File: config.mk
export PLATFORM = sky130hd
export DESIGN_NAME = text_to_seven_segment_display
export DESIGN_NICKNAME = d
export VERILOG_FILES = /design/src/rtl/tsd_pkg.sv /design/src/rtl/tsd_front.sv /design/src/rtl/tsd_queue.sv /design/src/rtl/tsd_back.sv /design/src/rtl/text_to_seven_segment_display.sv
export SDC_FILE = /design/constraint.sdc
export NUM_CORES = 1
export LEC_CHECK = 0
export ABC_AREA = 0
export BUFFER_PORTS_ARGS = -buffer_cell sky130_fd_sc_hd__buf_2
export CORE_MARGIN = 5
export CORE_UTILIZATION = 40
export CTS_CLUSTER_SIZE = 14
export DETAILED_ROUTE_END_ITERATION = 10
export SLEW_MARGIN = 15
export SYNTH_ARGS = -nofsm -noshare
export SYNTH_HDL_FRONTEND = slang
export SYNTH_SLANG_ARGS = --single-unit
File: constraint.sdc
create_clock -name clock -period 9 [get_ports clock]
set_input_delay 1.8 -clock clock [delete_from_list [all_inputs] [get_ports clock]]
set_output_delay 1.8 -clock clock [all_outputs]
set_load 0.05 [all_outputs]
File: src/rtl/tsd_pkg.sv
package tsd_pkg;

   localparam int NUM_DIGITS = 4;
   localparam int DIGIT_IDX_W = (NUM_DIGITS > 1) ? $clog2(NUM_DIGITS) : 1;
   localparam int CNT_W = $clog2(NUM_DIGITS + 1);

   localparam int FQ_DEPTH = 2;
   localparam int FQ_PTR_W = 1;
   localparam int FQ_CNT_W = 2;

   localparam logic [1:0] CSR_RIGHT_JUSTIFY = 2'd0;
   localparam logic [1:0] CSR_PERIOD_AS_DIGIT = 2'd1;
   localparam logic [1:0] CSR_DIGITS_USED = 2'd2;

   localparam logic [7:0] SEG_BLANK = 8'b00000000;
   localparam logic [7:0] SEG_POINT = 8'b00000001;
   localparam logic [7:0] SEG_ALL = 8'b11111111;
   localparam logic [7:0] SEG_DASH = 8'b00000010;
   localparam logic [7:0] SEG_UNDERSCORE = 8'b00010000;
   localparam logic [7:0] SEG_EQUALS = 8'b00010010;
   localparam logic [7:0] SEG_QUOTE = 8'b01000100;

   localparam logic [7:0] CHAR_PERIOD = 8'h2E;
   localparam logic [7:0] CHAR_SPACE = 8'h20;
   localparam logic [7:0] CHAR_DASH = 8'h2D;
   localparam logic [7:0] CHAR_UNDERSCORE = 8'h5F;
   localparam logic [7:0] CHAR_EQUALS = 8'h3D;
   localparam logic [7:0] CHAR_QUOTE = 8'h22;
   localparam logic [7:0] CHAR_UPPER_A = 8'h41;
   localparam logic [7:0] CHAR_UPPER_Z = 8'h5A;
   localparam logic [7:0] CHAR_LOWER_A = 8'h61;
   localparam logic [7:0] CHAR_LOWER_Z = 8'h7A;
   localparam logic [7:0] CHAR_ZERO = 8'h30;
   localparam logic [7:0] CHAR_NINE = 8'h39;

   localparam logic [7:0] DIGIT_GLYPHS [10] = '{
      8'hFC, 8'h60, 8'hDA, 8'hF2, 8'h66, 8'hB6, 8'hBE, 8'hE4, 8'hFE, 8'hF6
   };

   localparam logic [7:0] LETTER_GLYPHS [26] = '{
      8'hEE, 8'h3E, 8'h9C, 8'h7A, 8'h9E, 8'h8E, 8'hBC, 8'h6E,
      8'h60, 8'h78, 8'h6E, 8'h1C, 8'h2A, 8'h2A, 8'hFC, 8'hCE,
      8'hE6, 8'h0A, 8'hB6, 8'h1E, 8'h7C, 8'h7C, 8'h7C, 8'h6E,
      8'h76, 8'hDA
   };

   typedef struct packed {
      logic       right_justify;
      logic       period_as_digit;
      logic [2:0] digits_used;
   } cfg_type;

   typedef struct packed {
      logic [NUM_DIGITS-1:0][7:0] segs;
      logic                       overflow;
   } frame_type;

   typedef struct packed {
      logic full;
      logic empty;
   } fq_status_type;

   function automatic logic [7:0] glyph_of(input logic [7:0] ch);
      logic [7:0] rel;
      logic [7:0] seg;
      rel = 8'd0;
      if (ch >= CHAR_UPPER_A && ch <= CHAR_UPPER_Z) begin
         rel = ch - CHAR_UPPER_A;
         seg = LETTER_GLYPHS[rel[4:0]];
      end else if (ch >= CHAR_LOWER_A && ch <= CHAR_LOWER_Z) begin
         rel = ch - CHAR_LOWER_A;
         seg = LETTER_GLYPHS[rel[4:0]];
      end else if (ch >= CHAR_ZERO && ch <= CHAR_NINE) begin
         rel = ch - CHAR_ZERO;
         seg = DIGIT_GLYPHS[rel[3:0]];
      end else begin
         unique case (ch)
            CHAR_SPACE:      seg = SEG_BLANK;
            CHAR_PERIOD:     seg = SEG_POINT;
            CHAR_DASH:       seg = SEG_DASH;
            CHAR_UNDERSCORE: seg = SEG_UNDERSCORE;
            CHAR_EQUALS:     seg = SEG_EQUALS;
            CHAR_QUOTE:      seg = SEG_QUOTE;
            default:         seg = SEG_ALL;
         endcase
      end
      return seg;
   endfunction

   function automatic logic [1:0] idx_to_port(input logic [DIGIT_IDX_W-1:0] idx);
      logic [DIGIT_IDX_W+1:0] wide;
      wide = {2'b00, idx};
      return wide[1:0];
   endfunction

endpackage

File: src/rtl/tsd_front.sv
module tsd_front (
   input  logic                clock,
   input  logic                reset,
   input  tsd_pkg::cfg_type    cfg,
   input  logic                req_accept,
   input  logic [7:0]          req_character,
   input  logic                req_end_of_text,
   output logic                push,
   output tsd_pkg::frame_type  push_frame
);
   import tsd_pkg::*;

   logic [NUM_DIGITS-1:0][7:0] store_ff, store_in;
   logic [CNT_W-1:0]           fill_ff, fill_in;
   logic                       drop_ff, drop_in;
   logic [CNT_W-1:0]           cap;
   logic [CNT_W-1:0]           prev;
   logic [CNT_W-1:0]           offset;
   logic [CNT_W-1:0]           rel [NUM_DIGITS];
   logic                       merge;

   always_comb begin
      if (cfg.digits_used == 3'd0) begin
         cap = CNT_W'(1);
      end else if (int'(cfg.digits_used) > NUM_DIGITS) begin
         cap = CNT_W'(NUM_DIGITS);
      end else begin
         cap = CNT_W'(cfg.digits_used);
      end
   end

   assign prev = fill_ff - CNT_W'(1);
   assign merge = (req_character == CHAR_PERIOD) && !cfg.period_as_digit &&
                  (fill_ff != '0);

   always_comb begin
      store_in = store_ff;
      fill_in = fill_ff;
      drop_in = drop_ff;
      if (merge) begin
         store_in[prev[DIGIT_IDX_W-1:0]] = store_ff[prev[DIGIT_IDX_W-1:0]] | SEG_POINT;
      end else if (fill_ff < cap) begin
         store_in[fill_ff[DIGIT_IDX_W-1:0]] = glyph_of(req_character);
         fill_in = fill_ff + CNT_W'(1);
      end else begin
         drop_in = 1'b1;
      end
   end

   assign offset = cfg.right_justify ? (CNT_W'(NUM_DIGITS) - fill_in) : '0;

   always_comb begin
      for (int p = 0; p < NUM_DIGITS; p++) begin
         rel[p] = CNT_W'(p) - offset;
         if ((CNT_W'(p) >= offset) && (rel[p] < fill_in)) begin
            push_frame.segs[p] = store_in[rel[p][DIGIT_IDX_W-1:0]];
         end else begin
            push_frame.segs[p] = SEG_BLANK;
         end
      end
      push_frame.overflow = drop_in;
   end

   assign push = req_accept && req_end_of_text;

   always_ff @(posedge clock) begin
      if (reset) begin
         fill_ff <= '0;
         drop_ff <= 1'b0;
      end else if (push) begin
         fill_ff <= '0;
         drop_ff <= 1'b0;
      end else if (req_accept) begin
         fill_ff <= fill_in;
         drop_ff <= drop_in;
      end
   end

   always_ff @(posedge clock) begin
      if (req_accept) begin
         store_ff <= store_in;
      end
   end

endmodule

File: src/rtl/tsd_queue.sv
module tsd_queue (
   input  logic                  clock,
   input  logic                  reset,
   input  logic                  push,
   input  tsd_pkg::frame_type    push_frame,
   input  logic                  pop,
   output tsd_pkg::frame_type    pop_frame,
   output tsd_pkg::fq_status_type status
);
   import tsd_pkg::*;

   frame_type             entry_ff [FQ_DEPTH];
   logic [FQ_PTR_W-1:0]   wr_ptr_ff, wr_ptr_in;
   logic [FQ_PTR_W-1:0]   rd_ptr_ff, rd_ptr_in;
   logic [FQ_CNT_W-1:0]   count_ff, count_in;
   logic                  do_push;
   logic                  do_pop;

   assign status.full = (count_ff == FQ_CNT_W'(FQ_DEPTH));
   assign status.empty = (count_ff == '0);
   assign do_push = push && !status.full;
   assign do_pop = pop && !status.empty;
   assign pop_frame = entry_ff[rd_ptr_ff];

   always_comb begin
      wr_ptr_in = do_push ? wr_ptr_ff + FQ_PTR_W'(1) : wr_ptr_ff;
      rd_ptr_in = do_pop ? rd_ptr_ff + FQ_PTR_W'(1) : rd_ptr_ff;
      count_in = count_ff;
      if (do_push && !do_pop) begin
         count_in = count_ff + FQ_CNT_W'(1);
      end else if (do_pop && !do_push) begin
         count_in = count_ff - FQ_CNT_W'(1);
      end
   end

   always_ff @(posedge clock) begin
      if (reset) begin
         wr_ptr_ff <= '0;
         rd_ptr_ff <= '0;
         count_ff <= '0;
      end else begin
         wr_ptr_ff <= wr_ptr_in;
         rd_ptr_ff <= rd_ptr_in;
         count_ff <= count_in;
      end
   end

   always_ff @(posedge clock) begin
      if (do_push) begin
         entry_ff[wr_ptr_ff] <= push_frame;
      end
   end

endmodule

File: src/rtl/tsd_back.sv
module tsd_back (
   input  logic                   clock,
   input  logic                   reset,
   input  tsd_pkg::frame_type     pop_frame,
   input  tsd_pkg::fq_status_type status,
   output logic                   pop,
   output logic                   rsp_valid,
   input  logic                   rsp_ready,
   output logic [1:0]             rsp_digit_index,
   output logic [7:0]             rsp_segments,
   output logic                   rsp_overflow,
   output logic                   rsp_last_digit
);
   import tsd_pkg::*;

   frame_type              frame_ff;
   logic                   busy_ff, busy_in;
   logic [DIGIT_IDX_W-1:0] idx_ff, idx_in;
   logic                   is_last;
   logic                   done;

   assign is_last = (idx_ff == DIGIT_IDX_W'(NUM_DIGITS - 1));
   assign done = busy_ff && rsp_ready && is_last;
   assign pop = !status.empty && (!busy_ff || done);

   always_comb begin
      busy_in = busy_ff;
      idx_in = idx_ff;
      if (pop) begin
         busy_in = 1'b1;
         idx_in = '0;
      end else if (done) begin
         busy_in = 1'b0;
      end else if (busy_ff && rsp_ready) begin
         idx_in = idx_ff + DIGIT_IDX_W'(1);
      end
   end

   always_ff @(posedge clock) begin
      if (reset) begin
         busy_ff <= 1'b0;
         idx_ff <= '0;
      end else begin
         busy_ff <= busy_in;
         idx_ff <= idx_in;
      end
   end

   always_ff @(posedge clock) begin
      if (pop) begin
         frame_ff <= pop_frame;
      end
   end

   assign rsp_valid = busy_ff;
   assign rsp_digit_index = idx_to_port(idx_ff);
   assign rsp_segments = frame_ff.segs[idx_ff];
   assign rsp_overflow = frame_ff.overflow;
   assign rsp_last_digit = is_last;

endmodule

File: src/rtl/text_to_seven_segment_display.sv
// Text to seven-segment decoder for a four digit display.
// Characters arrive one per request on the req_ channel; the request that
// carries end_of_text closes the frame. The block then returns four digit
// words on the rsp_ channel, leftmost digit first, the last one flagged by
// rsp_last_digit; rsp_overflow tells whether characters were dropped.
// A character request is taken in every cycle while the frame queue has
// room. A closed frame passes through the queue into the output frame register
// before its first word is offered; the following words come one per cycle
// while rsp_ready is high, and the next frame follows without a gap.
// The queue holds two finished frames; when the receiver stalls, the
// current word is held and req_ready drops once both entries are full.
// The user writes registers through csr_wen, csr_index and csr_wdata only
// while the block is idle; the block does not enforce this. Reset empties the
// frame and queue, sets right_justify and period_as_digit to 0, digits_used to 4.
module text_to_seven_segment_display (
   input  logic       clock,
   input  logic       reset,
   input  logic       req_valid,
   output logic       req_ready,
   input  logic [7:0] req_character,
   input  logic       req_end_of_text,
   output logic       rsp_valid,
   input  logic       rsp_ready,
   output logic [1:0] rsp_digit_index,
   output logic [7:0] rsp_segments,
   output logic       rsp_overflow,
   output logic       rsp_last_digit,
   input  logic       csr_wen,
   input  logic [1:0] csr_index,
   input  logic [2:0] csr_wdata
);
   import tsd_pkg::*;

   cfg_type       cfg_ff;
   frame_type     push_frame;
   frame_type     pop_frame;
   fq_status_type status;
   logic          req_accept;
   logic          push;
   logic          pop;

   always_ff @(posedge clock) begin
      if (reset) begin
         cfg_ff.right_justify <= 1'b0;
         cfg_ff.period_as_digit <= 1'b0;
         cfg_ff.digits_used <= 3'(NUM_DIGITS);
      end else if (csr_wen) begin
         unique case (csr_index)
            CSR_RIGHT_JUSTIFY:   cfg_ff.right_justify <= csr_wdata[0];
            CSR_PERIOD_AS_DIGIT: cfg_ff.period_as_digit <= csr_wdata[0];
            CSR_DIGITS_USED:     cfg_ff.digits_used <= csr_wdata;
            default: ;
         endcase
      end
   end

   assign req_ready = !status.full;
   assign req_accept = req_valid && req_ready;

   tsd_front u_front (
      .clock           (clock),
      .reset           (reset),
      .cfg             (cfg_ff),
      .req_accept      (req_accept),
      .req_character   (req_character),
      .req_end_of_text (req_end_of_text),
      .push            (push),
      .push_frame      (push_frame)
   );

   tsd_queue u_queue (
      .clock      (clock),
      .reset      (reset),
      .push       (push),
      .push_frame (push_frame),
      .pop        (pop),
      .pop_frame  (pop_frame),
      .status     (status)
   );

   tsd_back u_back (
      .clock           (clock),
      .reset           (reset),
      .pop_frame       (pop_frame),
      .status          (status),
      .pop             (pop),
      .rsp_valid       (rsp_valid),
      .rsp_ready       (rsp_ready),
      .rsp_digit_index (rsp_digit_index),
      .rsp_segments    (rsp_segments),
      .rsp_overflow    (rsp_overflow),
      .rsp_last_digit  (rsp_last_digit)
   );

endmodule

==> results.ini <==
[run_status]
outcome=finished clean

[yosys]
synthesis.nets=837
netlist_instances=789
synth_area_sq_mm=0.00891
synth_top_family_by_area=compound AO/OA/AOI/OAI gates
synth_simple_gate_area_share=0.131
ys_types=85
yosysSeqAreaShare=0.477
async_flop_share=0
synth-xor-area-share=0.0118
yosys_warnings=0
synth_edf_count=131
synth_ff_type=edfxtp_1
synth_mux_area_frac=0.115
avgSynthCellArea_sq_um=11.3
synthAdderAreaFrac=0.0407
synth-compound-area-share=0.188
ys_seq_elements=147

[floorplan]
chipHeight_um=159
start_util=0.407
core_sq_mm=0.0219
die_area_sq_mm=0.0254
die_w_um=159
row_count=54
io_pins=33

[setup_path]
cp_cell_sequence=buf_2 > inv_1 > ha_1 > nand3_1 > nor4b_4 > buf_4 > o311ai_1 > nand2_2 > inv_1 > ha_1 > ha_1 > o21a_1 > a211o_1 > a2111oi_0 > or2_1
crit_required_ps=9290
critPathMaxFanout=37
worstSetupPathType=primary input to flop
worst_setup_path_start_kind=primary input
critPathSlowestCell=inv_1
critPathMaxStageDelay_ps=770
cp.arrival_ps=6760
cp_common_cell=ha_1
end_kind=flop

[timing]
worstMarginPinSlew_ps=1130
slew_headroom=0.243
min_period_over_period=0.719
clock.fmax_ghz=0.155
finalHoldViolations=0
tns_ps=0
final-setup-viol-count=0
period_needed_ps=6470
fin_worst_skew_ps=12.5
rsz0062_at_grt=false
slew_violations=0

[place]
io_buffers=32
dpl.hpwl_um=15600
gp_congestion=0.903
dp.cells=1061

[power]
p_per_area_mw_per_mm2=238
clockPowerShare=0.299
switching_share=0.325
ir_drop_mv=0.130
power_frac_comb=0.280
p_switching_uw=760
power_frac_seq=0.421
p_int_uw=1580
power.leakage_uw=0.00349
total_power_uw=2340

[global_route]
overflow=0
grt_pass1_vias=6133
grt_pass1_wl_um=35100
antenna_found_initial=0
grt_max_degree=38
grt_usage=0.169

[flow_run]
max-cap-violations=0

[final_layout]
drive_above_1_share=0.193
finalNetCount=848
final_cell_mix=131 x edfxtp_1, 66 x a21oi_1, 62 x nand2_1
final_common_cell=edfxtp_1
area_growth_pct=10.5
instances_no_fill=1093
diodes=0

[clock_network]
postCtsHoldBufs=0
h-tree-depth=4
cts_buffers=17
cts_tree=built
cts_setup_buffers=0
clk_path_buf_depth=2
cts.clk_slew.worst_paths_ps=60
cts_resized=0
clk_latency_ps=430
clock_sinks=147
cts-root-buf=clkbuf_16

[detailed_routing]
drc=0
num_vias=6699
wl_um=21900
viasPerCell=6.13
dr.pass1.iters=5
drtAntennaViolNets=0
drt_iter0_markers=694
wl_per_cell_um=20.0

[worst_hold_path]
hold_path.class=flop to flop

==> kinds of logic after synthesis <==
kind of cell	after synthesis
xor gates and xnor gates	12
AOI/OAI and AO/OA	236
DFF	147
buffers and inverters	71
adders and majority gates	29
and+or+nand+nor	216
muxes	78
==> Yosys cell counts (7+ instances only) <==
master     count  area, sq um
nor4_1         7         43.8
inv_1         20         75.1
a211oi_1      14          105
o21ai_0       22          110
a2bb2oi_1      7         61.3
nor3_1        13         65.1
and3_1        17          106
edfxtp_1     131         3930
nand4_1        8         50.1
mux2i_1       21          210
a211o_1       10         87.6
nand2_1       62          233
o2bb2ai_1     15          131
mux4_2        15          338
ha_1          29          363
clkbuf_1      25         93.8
a31oi_1       15         93.8
nor2_1        32          120
buf_2         16         80.1
o211ai_1      10         75.1
a21oi_1       67          335
dfxtp_1       16          320
mux2_2        42          473
nand3_1       27          135
==> final timing paths <==
path	slack, ps	from	cells after the start	end
max	2530	req_character[0]	15	u_queue.entry_ff[1][7]
max reg2reg	3460	u_front.fill_ff[0]	15	u_queue.entry_ff[1][7]
min reg2reg	510	cfg_ff[0]	2	cfg_ff[0]
min	510	cfg_ff[0]	2	cfg_ff[0]
==> critical path, delay by kind of cell <==
kind	cells	cell delay (ps)
AOI/OAI and AO/OA	4	1460
buffers and inverters	4	1440
adders and majority gates	3	1110
and+or+nand+nor	4	900
==> final cells by class <==
type,instances,area [sq um]
Multi-Input combinational cell,571,4350
Clock buffer,17,425
Timing Repair Buffer,41,228
Fill cell,2058,12000
Inverter,22,82.6
Tap cell,280,350
Clock inverter,15,155
Sequential cell,147,4250
==> through the flow <==
step | setup slack, ps | util | hold slack, ps | cell area, sq um
floorplan | 3480 | - | 464 | 8910
global placement | 2360 | 0.423 | 482 | 9270
detailed placement | 2210 | 0.423 | 499 | 9270
CTS | 2680 | 0.450 | 513 | 9850
global route | 2030 | 0.450 | 545 | 9850
finish | 2530 | 0.450 | 507 | 9850
==> flip-flops by register name, indices dropped and copies added (netlist names) <==
signal and cells:
u_queue.wr_ptr_ff 1, u_queue.count_ff 2, cfg_ff 5, u_front.drop_ff 1, u_front.fill_ff 3, u_back.rsp_digit_index 2
u_queue.rd_ptr_ff 1, u_back.rsp_valid 1, u_back.frame_ff 32, u_queue.entry_ff 66, u_back.rsp_overflow 1, u_front.store_ff 32
==> power by group through the flow <==
| stage | logic [uW] | clock network, uW | registers [uW] |
|---|---|---|---|
| 4_1_cts | 655 | 712 | 987 |
| 3_3_place_gp | 647 | 0 | 995 |
| 2_1_floorplan | 491 | 0 | 994 |
| 5_1_grt | 709 | 745 | 998 |
| 6_report | 655 | 700 | 985 |
| 3_5_place_dp | 650 | 0 | 1000 |
==> routing by layer <==
| layer | vias up | global-route usage | routed length [um] |
|---|---|---|---|
| li1 | 3133 | - | - |
| met1 | 3233 | 0.240 | 9770 |
| met2 | 297 | 0.261 | 10100 |
| met3 | 36 | 0.0360 | 1580 |
| met4 | 0 | 0.0504 | 406 |
| met5 | - | 0 | 0 |
No activity file was read; power rests on OpenSTA's default activity.
